<file path="src/dqms_pkg.sv">
`default_nettype none

package dqms_pkg;

   // Request kind codes
   localparam logic [2:0] KIND_PUSH_BACK  = 3'd0;
   localparam logic [2:0] KIND_PUSH_FRONT = 3'd1;
   localparam logic [2:0] KIND_POP_BACK   = 3'd2;
   localparam logic [2:0] KIND_POP_FRONT  = 3'd3;
   localparam logic [2:0] KIND_SEARCH     = 3'd4;

   localparam int KIND_W = 3;

endpackage

`default_nettype wire

</file>
<file path="src/dqms_ram.sv">
`default_nettype none

module dqms_ram #(
   parameter int WIDTH = 32,
   parameter int DEPTH = 16
) (
   input  wire logic                     clock,
   input  wire logic                     wr_en,
   input  wire logic [$clog2(DEPTH)-1:0] wr_addr,
   input  wire logic [WIDTH-1:0]         wr_data,
   input  wire logic                     rd_en,
   input  wire logic [$clog2(DEPTH)-1:0] rd_addr,
   output logic      [WIDTH-1:0]         rd_data
);

   logic [WIDTH-1:0] mem_ff [DEPTH];
   logic [WIDTH-1:0] rd_data_ff;

   // one write port, one registered read port
   always_ff @(posedge clock) begin
      if (wr_en) begin
         mem_ff[wr_addr] <= wr_data;
      end
      if (rd_en) begin
         rd_data_ff <= mem_ff[rd_addr];
      end
   end

   assign rd_data = rd_data_ff;

endmodule

`default_nettype wire

</file>
<file path="src/deque_with_membership_search.sv">
// Bounded double-ended queue of signed words with membership search.
// Request channel (req_valid/req_ready): req_kind selects push back, push
// front, pop back, pop front or search; req_value is the word to push or to
// look for. Every request yields exactly one word on the response channel
// (rsp_valid/rsp_ready): rsp_ok (success or found) and rsp_count, the number
// of stored entries after the request.
// Sequence: push, pop and unknown kinds go from acceptance through the POST
// state to the output register. A search reads the occupied entries one per
// cycle through the single read port of the entry RAM and one comparator,
// ending early on a match; an empty store answers without a scan.
// The block takes one request at a time; req_ready is high only while idle.
// The response sits in an output register: a new request is accepted while
// it waits, and a finished result waits in the block until that register
// frees up, so a stalled receiver holds off further requests.
// Reset empties the store (head and count cleared) and drops any pending
// response; entry contents are not cleared, none is read before written.
`default_nettype none

module deque_with_membership_search #(
   parameter int DEPTH      = 16,
   parameter int DATA_WIDTH = 32
) (
   input  wire logic                          clock,
   input  wire logic                          reset,
   input  wire logic                          req_valid,
   output logic                               req_ready,
   input  wire logic [dqms_pkg::KIND_W-1:0]   req_kind,
   input  wire logic signed [DATA_WIDTH-1:0]  req_value,
   output logic                               rsp_valid,
   input  wire logic                          rsp_ready,
   output logic                               rsp_ok,
   output logic [$clog2(DEPTH+1)-1:0]         rsp_count
);

   localparam int AW    = $clog2(DEPTH);
   localparam int CNT_W = $clog2(DEPTH + 1);
   localparam int SW    = CNT_W + 1;

   localparam logic [CNT_W-1:0] CNT_FULL = CNT_W'(DEPTH);
   localparam logic [AW-1:0]    PTR_LAST = AW'(DEPTH - 1);

   typedef enum logic [1:0] {
      ST_IDLE,
      ST_SCAN,
      ST_POST
   } state_type;

   state_type             state_ff, state_in;
   logic [AW-1:0]         head_ff, head_in;
   logic [CNT_W-1:0]      count_ff, count_in;
   logic [AW-1:0]         rd_ptr_ff, rd_ptr_in;
   logic [CNT_W-1:0]      left_ff, left_in;
   logic                  cmp_vld_ff, cmp_vld_in;
   logic                  cmp_last_ff, cmp_last_in;
   logic [DATA_WIDTH-1:0] key_ff, key_in;
   logic                  pend_ok_ff, pend_ok_in;
   logic                  rsp_valid_ff, rsp_valid_in;
   logic                  rsp_ok_ff, rsp_ok_in;
   logic [CNT_W-1:0]      rsp_count_ff, rsp_count_in;

   logic                  wr_en;
   logic [AW-1:0]         wr_addr;
   logic                  rd_en;
   logic [DATA_WIDTH-1:0] rd_data;

   logic                  req_fire;
   logic                  rsp_free;
   logic                  full;
   logic                  empty;
   logic [SW-1:0]         back_sum;
   logic [AW-1:0]         back_slot;
   logic [AW-1:0]         head_dec;
   logic [AW-1:0]         head_inc;
   logic [AW-1:0]         rd_ptr_inc;

   assign req_ready = (state_ff == ST_IDLE);
   assign req_fire  = req_valid && req_ready;
   assign rsp_free  = !rsp_valid_ff || rsp_ready;
   assign full      = (count_ff == CNT_FULL);
   assign empty     = (count_ff == '0);

   // ring slot arithmetic, one wrap correction each
   assign back_sum   = SW'(head_ff) + SW'(count_ff);
   assign back_slot  = (back_sum >= SW'(DEPTH)) ? AW'(back_sum - SW'(DEPTH))
                                                : back_sum[AW-1:0];
   assign head_dec   = (head_ff == '0) ? PTR_LAST : head_ff - AW'(1);
   assign head_inc   = (head_ff == PTR_LAST) ? '0 : head_ff + AW'(1);
   assign rd_ptr_inc = (rd_ptr_ff == PTR_LAST) ? '0 : rd_ptr_ff + AW'(1);

   // sequencer
   always_comb begin
      state_in     = state_ff;
      head_in      = head_ff;
      count_in     = count_ff;
      rd_ptr_in    = rd_ptr_ff;
      left_in      = left_ff;
      cmp_vld_in   = cmp_vld_ff;
      cmp_last_in  = cmp_last_ff;
      key_in       = key_ff;
      pend_ok_in   = pend_ok_ff;
      rsp_valid_in = rsp_valid_ff && !rsp_ready;
      rsp_ok_in    = rsp_ok_ff;
      rsp_count_in = rsp_count_ff;
      wr_en        = 1'b0;
      wr_addr      = back_slot;
      rd_en        = 1'b0;

      unique case (state_ff)
         ST_IDLE: begin
            if (req_fire) begin
               pend_ok_in = 1'b0;
               state_in   = ST_POST;
               unique case (req_kind)
                  dqms_pkg::KIND_PUSH_BACK: begin
                     if (!full) begin
                        wr_en      = 1'b1;
                        wr_addr    = back_slot;
                        count_in   = count_ff + CNT_W'(1);
                        pend_ok_in = 1'b1;
                     end
                  end
                  dqms_pkg::KIND_PUSH_FRONT: begin
                     if (!full) begin
                        wr_en      = 1'b1;
                        wr_addr    = head_dec;
                        head_in    = head_dec;
                        count_in   = count_ff + CNT_W'(1);
                        pend_ok_in = 1'b1;
                     end
                  end
                  dqms_pkg::KIND_POP_BACK: begin
                     if (!empty) begin
                        count_in   = count_ff - CNT_W'(1);
                        pend_ok_in = 1'b1;
                     end
                  end
                  dqms_pkg::KIND_POP_FRONT: begin
                     if (!empty) begin
                        head_in    = head_inc;
                        count_in   = count_ff - CNT_W'(1);
                        pend_ok_in = 1'b1;
                     end
                  end
                  dqms_pkg::KIND_SEARCH: begin
                     key_in      = req_value;
                     rd_ptr_in   = head_ff;
                     left_in     = count_ff;
                     cmp_vld_in  = 1'b0;
                     cmp_last_in = 1'b0;
                     if (!empty) begin
                        state_in = ST_SCAN;
                     end
                  end
                  default: begin
                     // unknown kind: no effect, not ok
                  end
               endcase
            end
         end

         ST_SCAN: begin
            // issue one read a cycle from the front towards the back
            if (left_ff != '0) begin
               rd_en       = 1'b1;
               rd_ptr_in   = rd_ptr_inc;
               left_in     = left_ff - CNT_W'(1);
               cmp_vld_in  = 1'b1;
               cmp_last_in = (left_ff == CNT_W'(1));
            end else begin
               cmp_vld_in  = 1'b0;
            end
            // compare the word read last cycle
            if (cmp_vld_ff) begin
               if (rd_data == key_ff) begin
                  pend_ok_in = 1'b1;
                  cmp_vld_in = 1'b0;
                  state_in   = ST_POST;
               end else if (cmp_last_ff) begin
                  pend_ok_in = 1'b0;
                  cmp_vld_in = 1'b0;
                  state_in   = ST_POST;
               end
            end
         end

         ST_POST: begin
            // hand the result to the output register once it is free
            if (rsp_free) begin
               rsp_valid_in = 1'b1;
               rsp_ok_in    = pend_ok_ff;
               rsp_count_in = count_ff;
               state_in     = ST_IDLE;
            end
         end

         default: begin
            state_in = ST_IDLE;
         end
      endcase
   end

   always_ff @(posedge clock) begin
      if (reset) begin
         state_ff     <= ST_IDLE;
         head_ff      <= '0;
         count_ff     <= '0;
         cmp_vld_ff   <= 1'b0;
         rsp_valid_ff <= 1'b0;
      end else begin
         state_ff     <= state_in;
         head_ff      <= head_in;
         count_ff     <= count_in;
         cmp_vld_ff   <= cmp_vld_in;
         rsp_valid_ff <= rsp_valid_in;
      end
      rd_ptr_ff    <= rd_ptr_in;
      left_ff      <= left_in;
      cmp_last_ff  <= cmp_last_in;
      key_ff       <= key_in;
      pend_ok_ff   <= pend_ok_in;
      rsp_ok_ff    <= rsp_ok_in;
      rsp_count_ff <= rsp_count_in;
   end

   // entry store
   dqms_ram #(
      .WIDTH (DATA_WIDTH),
      .DEPTH (DEPTH)
   ) u_ram (
      .clock   (clock),
      .wr_en   (wr_en),
      .wr_addr (wr_addr),
      .wr_data (req_value),
      .rd_en   (rd_en),
      .rd_addr (rd_ptr_ff),
      .rd_data (rd_data)
   );

   assign rsp_valid = rsp_valid_ff;
   assign rsp_ok    = rsp_ok_ff;
   assign rsp_count = rsp_count_ff;

endmodule

`default_nettype wire

</file>
<file path="config.mk">
export PLATFORM = sky130hd
export DESIGN_NAME = deque_with_membership_search
export DESIGN_NICKNAME = d
export VERILOG_FILES = /design/src/dqms_pkg.sv /design/src/dqms_ram.sv /design/src/deque_with_membership_search.sv
export SDC_FILE = /design/constraint.sdc
export NUM_CORES = 1
export LEC_CHECK = 0
export BUFFER_PORTS_ARGS = -buffer_cell sky130_fd_sc_hd__buf_2
export CORE_ASPECT_RATIO = 1.1
export CORE_UTILIZATION = 34
export CTS_CLUSTER_DIAMETER = 60
export DETAILED_ROUTE_END_ITERATION = 12
export GPL_TIMING_DRIVEN = 0
export PLACE_DENSITY_LB_ADDON = 0.1
export SLEW_MARGIN = 25
export SYNTH_ARGS = -nofsm -noshare
export SYNTH_HDL_FRONTEND = slang
export SYNTH_SLANG_ARGS = --single-unit
</file>
<file path="constraint.sdc">
create_clock -name clock -period 5.2 [get_ports clock]
set_input_delay 0.26 -clock clock [delete_from_list [all_inputs] [get_ports clock]]
set_output_delay 0.26 -clock clock [all_outputs]
set_load 0.005 [all_outputs]
</file>
* Yosys cells after proc, flatten, opt, wreduce, memory -nomap -nowiden *
Memory sizes are Yosys's and may differ from the RTL's. A register that Yosys moved wholly into a read port is not among the register bits.
Cells that the tools add are included.

storage, ports and cells
  register bits = 62
  RAM bits = 512
  input bits = 39
  output and inout bits = 8
  logic and storage cells = 121
  memories = 1

operators by class
  add/subtract/negate cells = 8
  magnitude comparators = 1
  equality and inequality tests = 21
  multiplexer cells = 55
  reduce and logical (&&, ||, !) cells = 23

memory list
  name          words  bits a word  read ports  clocked after memory_dff  write ports  RTL line        RTL
  u_ram.mem_ff  16     32           1           1                         1            dqms_ram.sv:16  logic [WIDTH-1:0] mem_ff [DEPTH];

operator list
  kind                                                               count
  2-to-1 mux 4 bit                                                   13
  == test 32 bit                                                     1
  2-to-1 mux 5 bit                                                   5
  2-to-1 mux 1 bit                                                   21
  case mux 5 bit (2 select lines)                                    2
  case mux 4 bit (2 select lines)                                    2
  2-to-1 mux 2 bit                                                   7
  inequality test 2 bit, second input constant                       7
  AND reduction 4 bit                                                3
  AND reduction 5 bit                                                2
  subtractor 5 x 1 -> 5 bit, second input constant                   2
  adder 4 x 1 -> 4 bit, second input constant                        2
  == test 4 bit, second input constant                               2
  case mux 1 bit (2 select lines)                                    4
  subtractor 4 x 1 -> 4 bit, second input constant                   2
  adder 4 x 5 -> 6 bit                                               1
  == test 3 x 2 -> 1 bit, second input constant                      2
  greater-or-equal comparator 6 x 5 -> 1 bit, second input constant  1
  case mux 2 bit (3 select lines)                                    1
  AND reduction 3 bit                                                2
  nonzero test 2 bit                                                 3
  adder 5 x 1 -> 5 bit, second input constant                        1
  == test 5 x 1 -> 1 bit, second input constant                      1
  == test 5 bit, second input constant                               1
  16 further kinds                                                   20

* Depth between registers and ports, before layout *
Gate-level depths: netlist of run 1.

  depth after elaboration = 7
  mapped depth = 8
  mapped depth without buffers = 8

* By module *
Synthesis of run 1 repeated with hierarchy kept, for this count alone.

unflattened totals
  cells, all modules = 1105
  area total of the unflattened synthesis = 23314.9 um2

modules (own cells, without submodules)
  module                        times used  cells an instance  area each (um2)  seq. area each (um2)
  dqms_ram                      1           838                20155.6          16335.7
  deque_with_membership_search  1           267                3159.3           1731.7

* Least setup slack after synthesis of run 1 *
No wires, ideal clock.

  kind = register to register
  from = reg count_ff[0]
  to = mem u_ram.mem_ff[10][0], enable pin
  library setup time = 0.421 ns
  arrival time = 3.025 ns
  required time = 4.779 ns
  slack = 1.754 ns
  stages on the path, launching flop included = 8
  path buffers = 0
  clock period less this slack = 3.446 ns
  cell sequence = dfxtp_1 -> ha_1 -> inv_1 -> fa_1 -> xor2_1 -> a21boi_0 -> a22oi_2 -> nor2_1

between the ends
  longest elaborated chain between the ends = 7
  elaborated cells between the ends (all ways) = 15
  classes of those cells = add/sub: 2; order compare: 1; eq/ne: 1; mux: 11

RTL lines
  what                                                                RTL line                                                                  RTL
  start: declaration                                                  deque_with_membership_search.sv:50                                        logic [CNT_W-1:0] count_ff, count_in;
  start signal: assignment                                            deque_with_membership_search.sv:212                                       count_ff <= count_in;
  adder 4 x 5 -> 6 bit or == test 5 bit (tied branches)               deque_with_membership_search.sv:83, deque_with_membership_search.sv:79
  greater-or-equal comparator 6 x 5 -> 1 bit (tied with other cells)  deque_with_membership_search.sv:84                                        assign back_slot = (back_sum >= SW'(DEPTH)) ? AW'(back_sum - SW'(DEPTH))
  2-to-1 mux 4 bit or 2-to-1 mux 1 bit (tied branches)                n/a
  2-to-1 mux 4 bit or 2-to-1 mux 1 bit (tied branches)                deque_with_membership_search.sv:123, deque_with_membership_search.sv:110
  2-to-1 mux 4 bit or 2-to-1 mux 1 bit (tied branches)                n/a
  2-to-1 mux 4 bit or 2-to-1 mux 1 bit (tied branches)                deque_with_membership_search.sv:110, dqms_ram.sv:21
  2-to-1 mux 4 bit or 2-to-1 mux 1 bit (tied branches)                deque_with_membership_search.sv:108, dqms_ram.sv:22
  end: declaration                                                    dqms_ram.sv:16

Parallel ways exist; a longest one is shown, timed or not.

* Final worst setup path of run 1 *
  from = reg head_ff[1]
  to = mem u_ram.mem_ff[15][16], enable pin

between the ends
  longest elaborated chain between the ends = 7
  elaborated cells between the ends (all ways) = 11
  classes of those cells = add/sub: 3; order compare: 1; mux: 6; reduce/logical: 1

RTL lines
  what                                                                                     RTL line                             RTL
  start: declaration                                                                       deque_with_membership_search.sv:49   logic [AW-1:0] head_ff, head_in;
  start signal: assignment                                                                 deque_with_membership_search.sv:211  head_ff <= head_in;
  adder 4 x 5 -> 6 bit                                                                     deque_with_membership_search.sv:83   assign back_sum = SW'(head_ff) + SW'(count_ff);
  greater-or-equal comparator 6 x 5 -> 1 bit or subtractor 4 x 1 -> 4 bit (tied branches)  deque_with_membership_search.sv:84
  2-to-1 mux 4 bit                                                                         deque_with_membership_search.sv:84
  2-to-1 mux 4 bit                                                                         deque_with_membership_search.sv:123  if (!full) begin
  2-to-1 mux 4 bit                                                                         n/a
  2-to-1 mux 4 bit                                                                         deque_with_membership_search.sv:110  if (req_fire) begin
  2-to-1 mux 4 bit (*)                                                                     deque_with_membership_search.sv:108  unique case (state_ff)

Mark *: on every way between the ends. The rest lies on a longest branch, timed or not.

==> results of run 1 <==
## where the power goes
| group | leakage [nW] | switching, W | total [W] | internal (W) |
|---|---|---|---|---|
| logic | 2.33 | 0.000229 | 0.000371 | 0.000142 |
| registers | 5.45 | 0.0000225 | 0.00543 | 0.00541 |
| clock network | 1.04 | 0.00196 | 0.00464 | 0.00269 |
## per-stage QoR
step	power (W)	cells	setup TNS (ns)	utilization	setup slack (ns)
CTS	0.01059	2174	0	0.4136	1.708
floorplan	0.005722	1048	0	-	1.754
global route	0.01079	2174	0	0.4136	1.614
global placement	0.005884	2011	-329.01	0.3658	-0.8856
detailed placement	0.005912	2048	0	0.3819	1.724
finish	0.01044	2175	0	0.4137	1.776
## kinds of logic (layout without fill, tap and decap cells)
group                      after synthesis  count (layout)
other                                    0               1
buffers and inverters                   59             267
xor gates and xnor gates                48              48
DFF                                    606             606
adders and majority gates               14              14
AOI/OAI and AO/OA                       60              60
muxes                                  164             164
and+or+nand+nor                         97              97
## area by class of cell
cell class              count  area (µm²)
fillers                  5939       39830
flip-flops and latches    606       18070
multi-input cells         383        5310
clock buffers              84        1847
repair buffers             83        1186
well taps                 918        1149
clock inverters            41       300.3
plain buffers              45       191.4
inverters                  14       52.55
diodes                      1       2.502
## worst paths after layout
path                      start                    to  slack, ns  depth (start not counted)
setup / recovery     head_ff[1]  u_ram.mem_ff[15][16]       1.78                          9
hold / removal    req_value[19]            key_ff[19]       0.04                          1
setup reg to reg     head_ff[1]  u_ram.mem_ff[15][16]       1.78                          9
hold reg to reg      pend_ok_ff                rsp_ok       0.44                          0
## state kept, by name, summed over array words and instances, names as in the netlist, 2 cells and up
signal / count
count_ff: 5
head_ff: 4
key_ff: 32
left_ff: 5
rd_ptr_ff: 4
rsp_count: 5
state_ff: 2
u_ram.mem_ff: 512
u_ram.rd_data: 32
## metal layers
metal | up-vias | wire length [µm]
met1 | 5958 | 25940
met4 | 2 | 1012
met3 | 62 | 2381
li1 | 4734 | -
met2 | 256 | 29170
met5 | - | 17
## cells in the mapped netlist (all sizes together), types with 3 or more instances
cell	n	area, µm²
clkbuf	25	93.84
nor2b	5	31.28
a31oi	5	31.28
a211oi	3	22.52
mux4	160	3603
nor2	32	120.1
nand2b	3	18.77
dfxtp	13	260.3
edfxtp	593	17810
inv	14	52.55
ha	12	150.1
xnor2	10	87.58
nand2	23	86.33
xor2	38	332.8
nor4	9	62.56
nand3	3	15.01
nor3	3	15.01
buf	20	95.09
o21ai	14	70.07
a21o	3	22.52
nor3b	3	22.52
a22oi	6	55.05
a21oi	13	65.06
## worst reg2reg max path, delay by kind of cell (launching register included)
family / cells / cell delay [ns]
buf+inv: 3 / 0.64
flops: 1 / 0.48
fa+ha+maj: 1 / 0.30
compound gates: 3 / 1.23
simple gates: 2 / 0.53
==> results.md, run 1 <==
* Crit-path leading delay family: compound AO/OA/AOI/OAI gates
* Synthesized instance count at 1048
* Wire length per cell at 26.91 µm
* DRT iter0 DRCs at 837
* CTS tree: done
* Die Height at 277.6 µm
* # nets final at 1256
* I/O pin cnt at 47
* Worst-Skew Late Latency at 0.60 ns
* CTS sink count at 606
* Cell area after layout at 28110 µm²
* Met1 Track Usage GR at 0.2367
* Final ANT Viol Nets at 0
* Placer Congestion at 0.7445
* Slew Limit Headroom at 0.2895
* First-pass DRT Iterations at 5
* Fin. Hold Viols at 0
* Synth Area in XOR/XNOR at 0.01791
* Slowest cell on crit path: a22oi_1
* Worst vdd ir at 0.1886 mV
* Critical Path Source Type: register
* Initial antenna violation count at 2
* GR Util All Layers at 0.1722
* Final setup violating endpoints at 0
* Die X at 252.6 µm
* Crit-path cells: inv_1 > ha_1 > o21bai_1 > a31oi_1 > and3b_1 > a22oi_1 > nor2_4 > buf_16 > buf_16
* Most frequent cells in the layout: edfxtp_1, mux4_2, clkbuf_16
* Busiest grt layer: met2
* Buf/Inv on CP at 3
* Worst EP required at 5.55 ns
* Clock Skew at 0.02631 ns
* Commonest non-fill, non-tap cell in the layout: edfxtp_1
* Most used flip-flop cell after synthesis: edfxtp_1
* Crit Path Max Fanout at 14
* Most frequent CP cell: buf_16
* Unique masters post-synth at 51
* Number of synthesized register bits at 606
* Count of input and output buffers at 45
* Synth-to-Final Area Change at 19.71%
* Syn Std Cell Area at 23480 µm²
* Gr ovfl total at 0
* Mean number of vias per cell at 5.063
* Final hold slack at 0.04146 ns
* Period utilisation layout at 0.6585
* Core Region at 67940 µm²
* Synthesized net count at 1101
* Status: finished clean
* First-pass GRT wire length at 84400 µm
* Max-capacitance violation count at 0
* Post-synthesis simple-gate area fraction at 0.02094
* Hold/Removal Path Class: input port to register
* Synth Area in Adders at 0.008100
* Post-detail-place hpwl at 37910 µm
* Residual DRC count at 0
* Main combinational cell family by area after synthesis: multiplexers
* Syn Area/Cell at 22.40 µm²
* WL final at 58530 µm
* RSZ-0062 raised after global routing: false
* Vias at 11.01k
* Async set-reset flop share out of synthesis at 0
* Compound-gate portion of the synthesized area at 0.01796
* Setup Fix Bufs, Post-CTS at 0
* Synth Warn # at 0
* CTS clk-pin slew, worst paths at 0.06 ns
* H-tree Lvls at 3
* Max Freq at 0.2921 GHz
* Post-synth EDFFs at 593
* Pleak at 8.818 nW
* Vias in the first global route at 11.62k
* Register area share after synthesis at 0.7695
* Hold buffers post-CTS at 1
* Multiplexer share of the synthesized area at 0.1553
* Num CTS Buffers at 70
* Die area at 70110 µm²
* Max incr delay on CP at 0.73 ns
* WP data arrival at 3.78 ns
* CP endpoint kind: register
* Final Critical Period at 3.424 ns
* Met2 Usage GRT at 0.2817
* Power Density at 371.6 nW/µm²
* Setup CP Type: register to register
* Pins Over Slew Limit at 0
* Resized cells post-CTS at 0
* M3 GR Usage at 0.02890
* Worst Max-Slew Pin Slew at 1.066 ns
* Initial Utilization at 0.3456
* Share of layout cells above drive strength 1 at 0.3041
* Pin count of the biggest net entering global routing at 33
* Root Driver: clkbuf_16
* Cell Area, Placed at 25950 µm²
* Clock buffer depth at 3
* # rows at 100
Power figures use the tool's default switching activity.
==> run 2: changes to the inputs <==
==> constraint.sdc (replaced) <==
create_clock -name clock -period 3.4 [get_ports clock]
set_input_delay 0.17 -clock clock [delete_from_list [all_inputs] [get_ports clock]]
set_output_delay 0.17 -clock clock [all_outputs]
set_load 0.005 [all_outputs]
==> run 2 against run 1 <==
Against the previous run:
- via count decreased by 0.31%
- core utilization increased by 0.54 points
- clock skew decreased by 0.0054 ns
- largest power group unchanged
- highest routed layer unchanged
- critical endpoint is now u_ram.mem_ff[11][15]
- cell count increased by 1.7%
==> results.md, run 2 (synthesis results as in run 1) <==
* # rows at 100
* WL final at 58150 µm
* Register bank with the most flops: u_ram.mem_ff
* Worst EP required at 3.69 ns
* Period utilisation layout at 0.9393
* Share of layout cells above drive strength 1 at 0.3016
* Worst setup margin at 0.2065 ns
* Post-route setup TNS at 0 ns
* Count of input and output buffers at 45
* First-pass GRT wire length at 84840 µm
* Vias at 10.98k
* # nets final at 1289
* Most frequent cells in the layout: edfxtp_1, mux4_2, clkbuf_16
* Wire length per cell at 26.29 µm
* Pin count of the biggest net entering global routing at 33
* Core Region at 67940 µm²
* Power Density at 571.2 nW/µm²
* Final hold slack at 0.04723 ns
* Status: finished clean
* Worst-Skew Late Latency at 0.60 ns
* Mean number of vias per cell at 4.963
* Die area at 70110 µm²
* Gr ovfl total at 0
* Worst vdd ir at 0.3194 mV
* Vias in the first global route at 11.85k
* Synth-to-Final Area Change at 21.27%
* Placer Congestion at 0.7427
* Die Height at 277.6 µm
* Die X at 252.6 µm
* DRT iter0 DRCs at 837
* Commonest non-fill, non-tap cell in the layout: edfxtp_1
* Worst Max-Slew Pin Slew at 1.027 ns
* Slew Limit Headroom at 0.3155
* Core Util, Final at 0.4191
* Pins Over Slew Limit at 0
* Hold/Removal Path Class: input port to register
* Initial antenna violation count at 2
* Final ANT Viol Nets at 0
* Setup WS pre-CTS at -0.01672 ns
* CP endpoint kind: register
* Final non-filler cell total at 2212
* CTS clk-pin slew, worst paths at 0.06 ns
* CTS tree: done
* H-tree Lvls at 3
* Max reg flops at 512
* Max-capacitance violation count at 0
* First-pass DRT Iterations at 5
* Critical Path Source Type: register
* I/O pin cnt at 47
* Residual DRC count at 0
* Clock Skew at 0.02095 ns
* Root Driver: clkbuf_16
* WP data arrival at 3.49 ns
* GR Util All Layers at 0.1722
* Final Critical Period at 3.193 ns
* Crit Path Max Fanout at 14
* Setup CP Type: register to register
* Final setup violating endpoints at 0
* Num CTS Buffers at 70
* Max Freq at 0.3131 GHz
* Pleak at 8.991 nW
* Placed Cells at 2045
* Fin. Hold Viols at 0
* CTS sink count at 606
* Post-detail-place hpwl at 37910 µm
* Clock buffer depth at 3
* Initial Utilization at 0.3456
* RSZ-0062 raised after global routing: false
[run 2: changes by cell type in the layout (fill, tap and decap cells not counted), moves of 3 or more]
cell,previous run,this run
buf_16,28,24
buf_4,0,4
clkinv_1,19,16
clkinv_2,9,13
dlygate4sd3_1,1,33
[run 2: area by class of cell]
class | count | area [µm²]
timing repair buffer | 116 | 1446
antenna | 1 | 2.502
multi-input combinational | 383 | 5315
clock buffer | 87 | 1901
tap | 918 | 1149
clock inverter | 42 | 349.1
inverter | 14 | 52.55
buffer | 45 | 191.4
sequential | 606 | 18070
fill | 5933 | 39470
[run 2: critical path, cell delays in order, from the launching register on]
cell and delay (ns):
dfxtp_1 0.38, inv_1 0.22, ha_1 0.30, nand2b_1 0.07, o21ai_0 0.52, a32o_1 0.26
nand2_1 0.24, nor2_4 0.46, buf_16 0.21, buf_12 0.18
[run 2: what timing repair did]
action                     4_1_cts  5_1_grt
setup endpoints to repair       50       52
hold buffers                    33        0
hold endpoints to repair       545        0
setup buffers                    0        4
resized for setup                1        0
pin swaps                        0        4
[run 2: metal layers]
layer / wire length [µm] / global-route usage / up-vias
met4: 1054 / 0.05113 / 2
met1: 25370 / 0.2293 / 5899
met2: 29410 / 0.2893 / 218
met5: 13 / 0 / -
li1: - / - / 4785
met3: 2306 / 0.02778 / 74
[run 2: metrics by stage]
stage,instance area (µm²),total power (W)
after CTS,28440,0.01647
after floorplan,23480,0.008751
after global placement,24860,0.008998
final,28470,0.01626
after global routing,28470,0.01676
after detailed placement,25860,0.009040
[run 2: power by group]
part	internal [W]	total, W	switching (W)
combinational	0.000241	0.000593	0.000353
sequential	0.00827	0.00830	0.0000345
clock	0.00436	0.00737	0.00301
total	0.0129	0.0163	0.00339
[run 2: worst paths after layout]
check,cells past startpoint,to,startpoint,slack (ns)
max,9,u_ram.mem_ff[11][15],head_ff[1],0.21
min,4,state_ff[0],reset,0.05
max reg2reg,9,u_ram.mem_ff[11][15],head_ff[1],0.21
min reg2reg,0,rsp_ok,pend_ok_ff,0.43
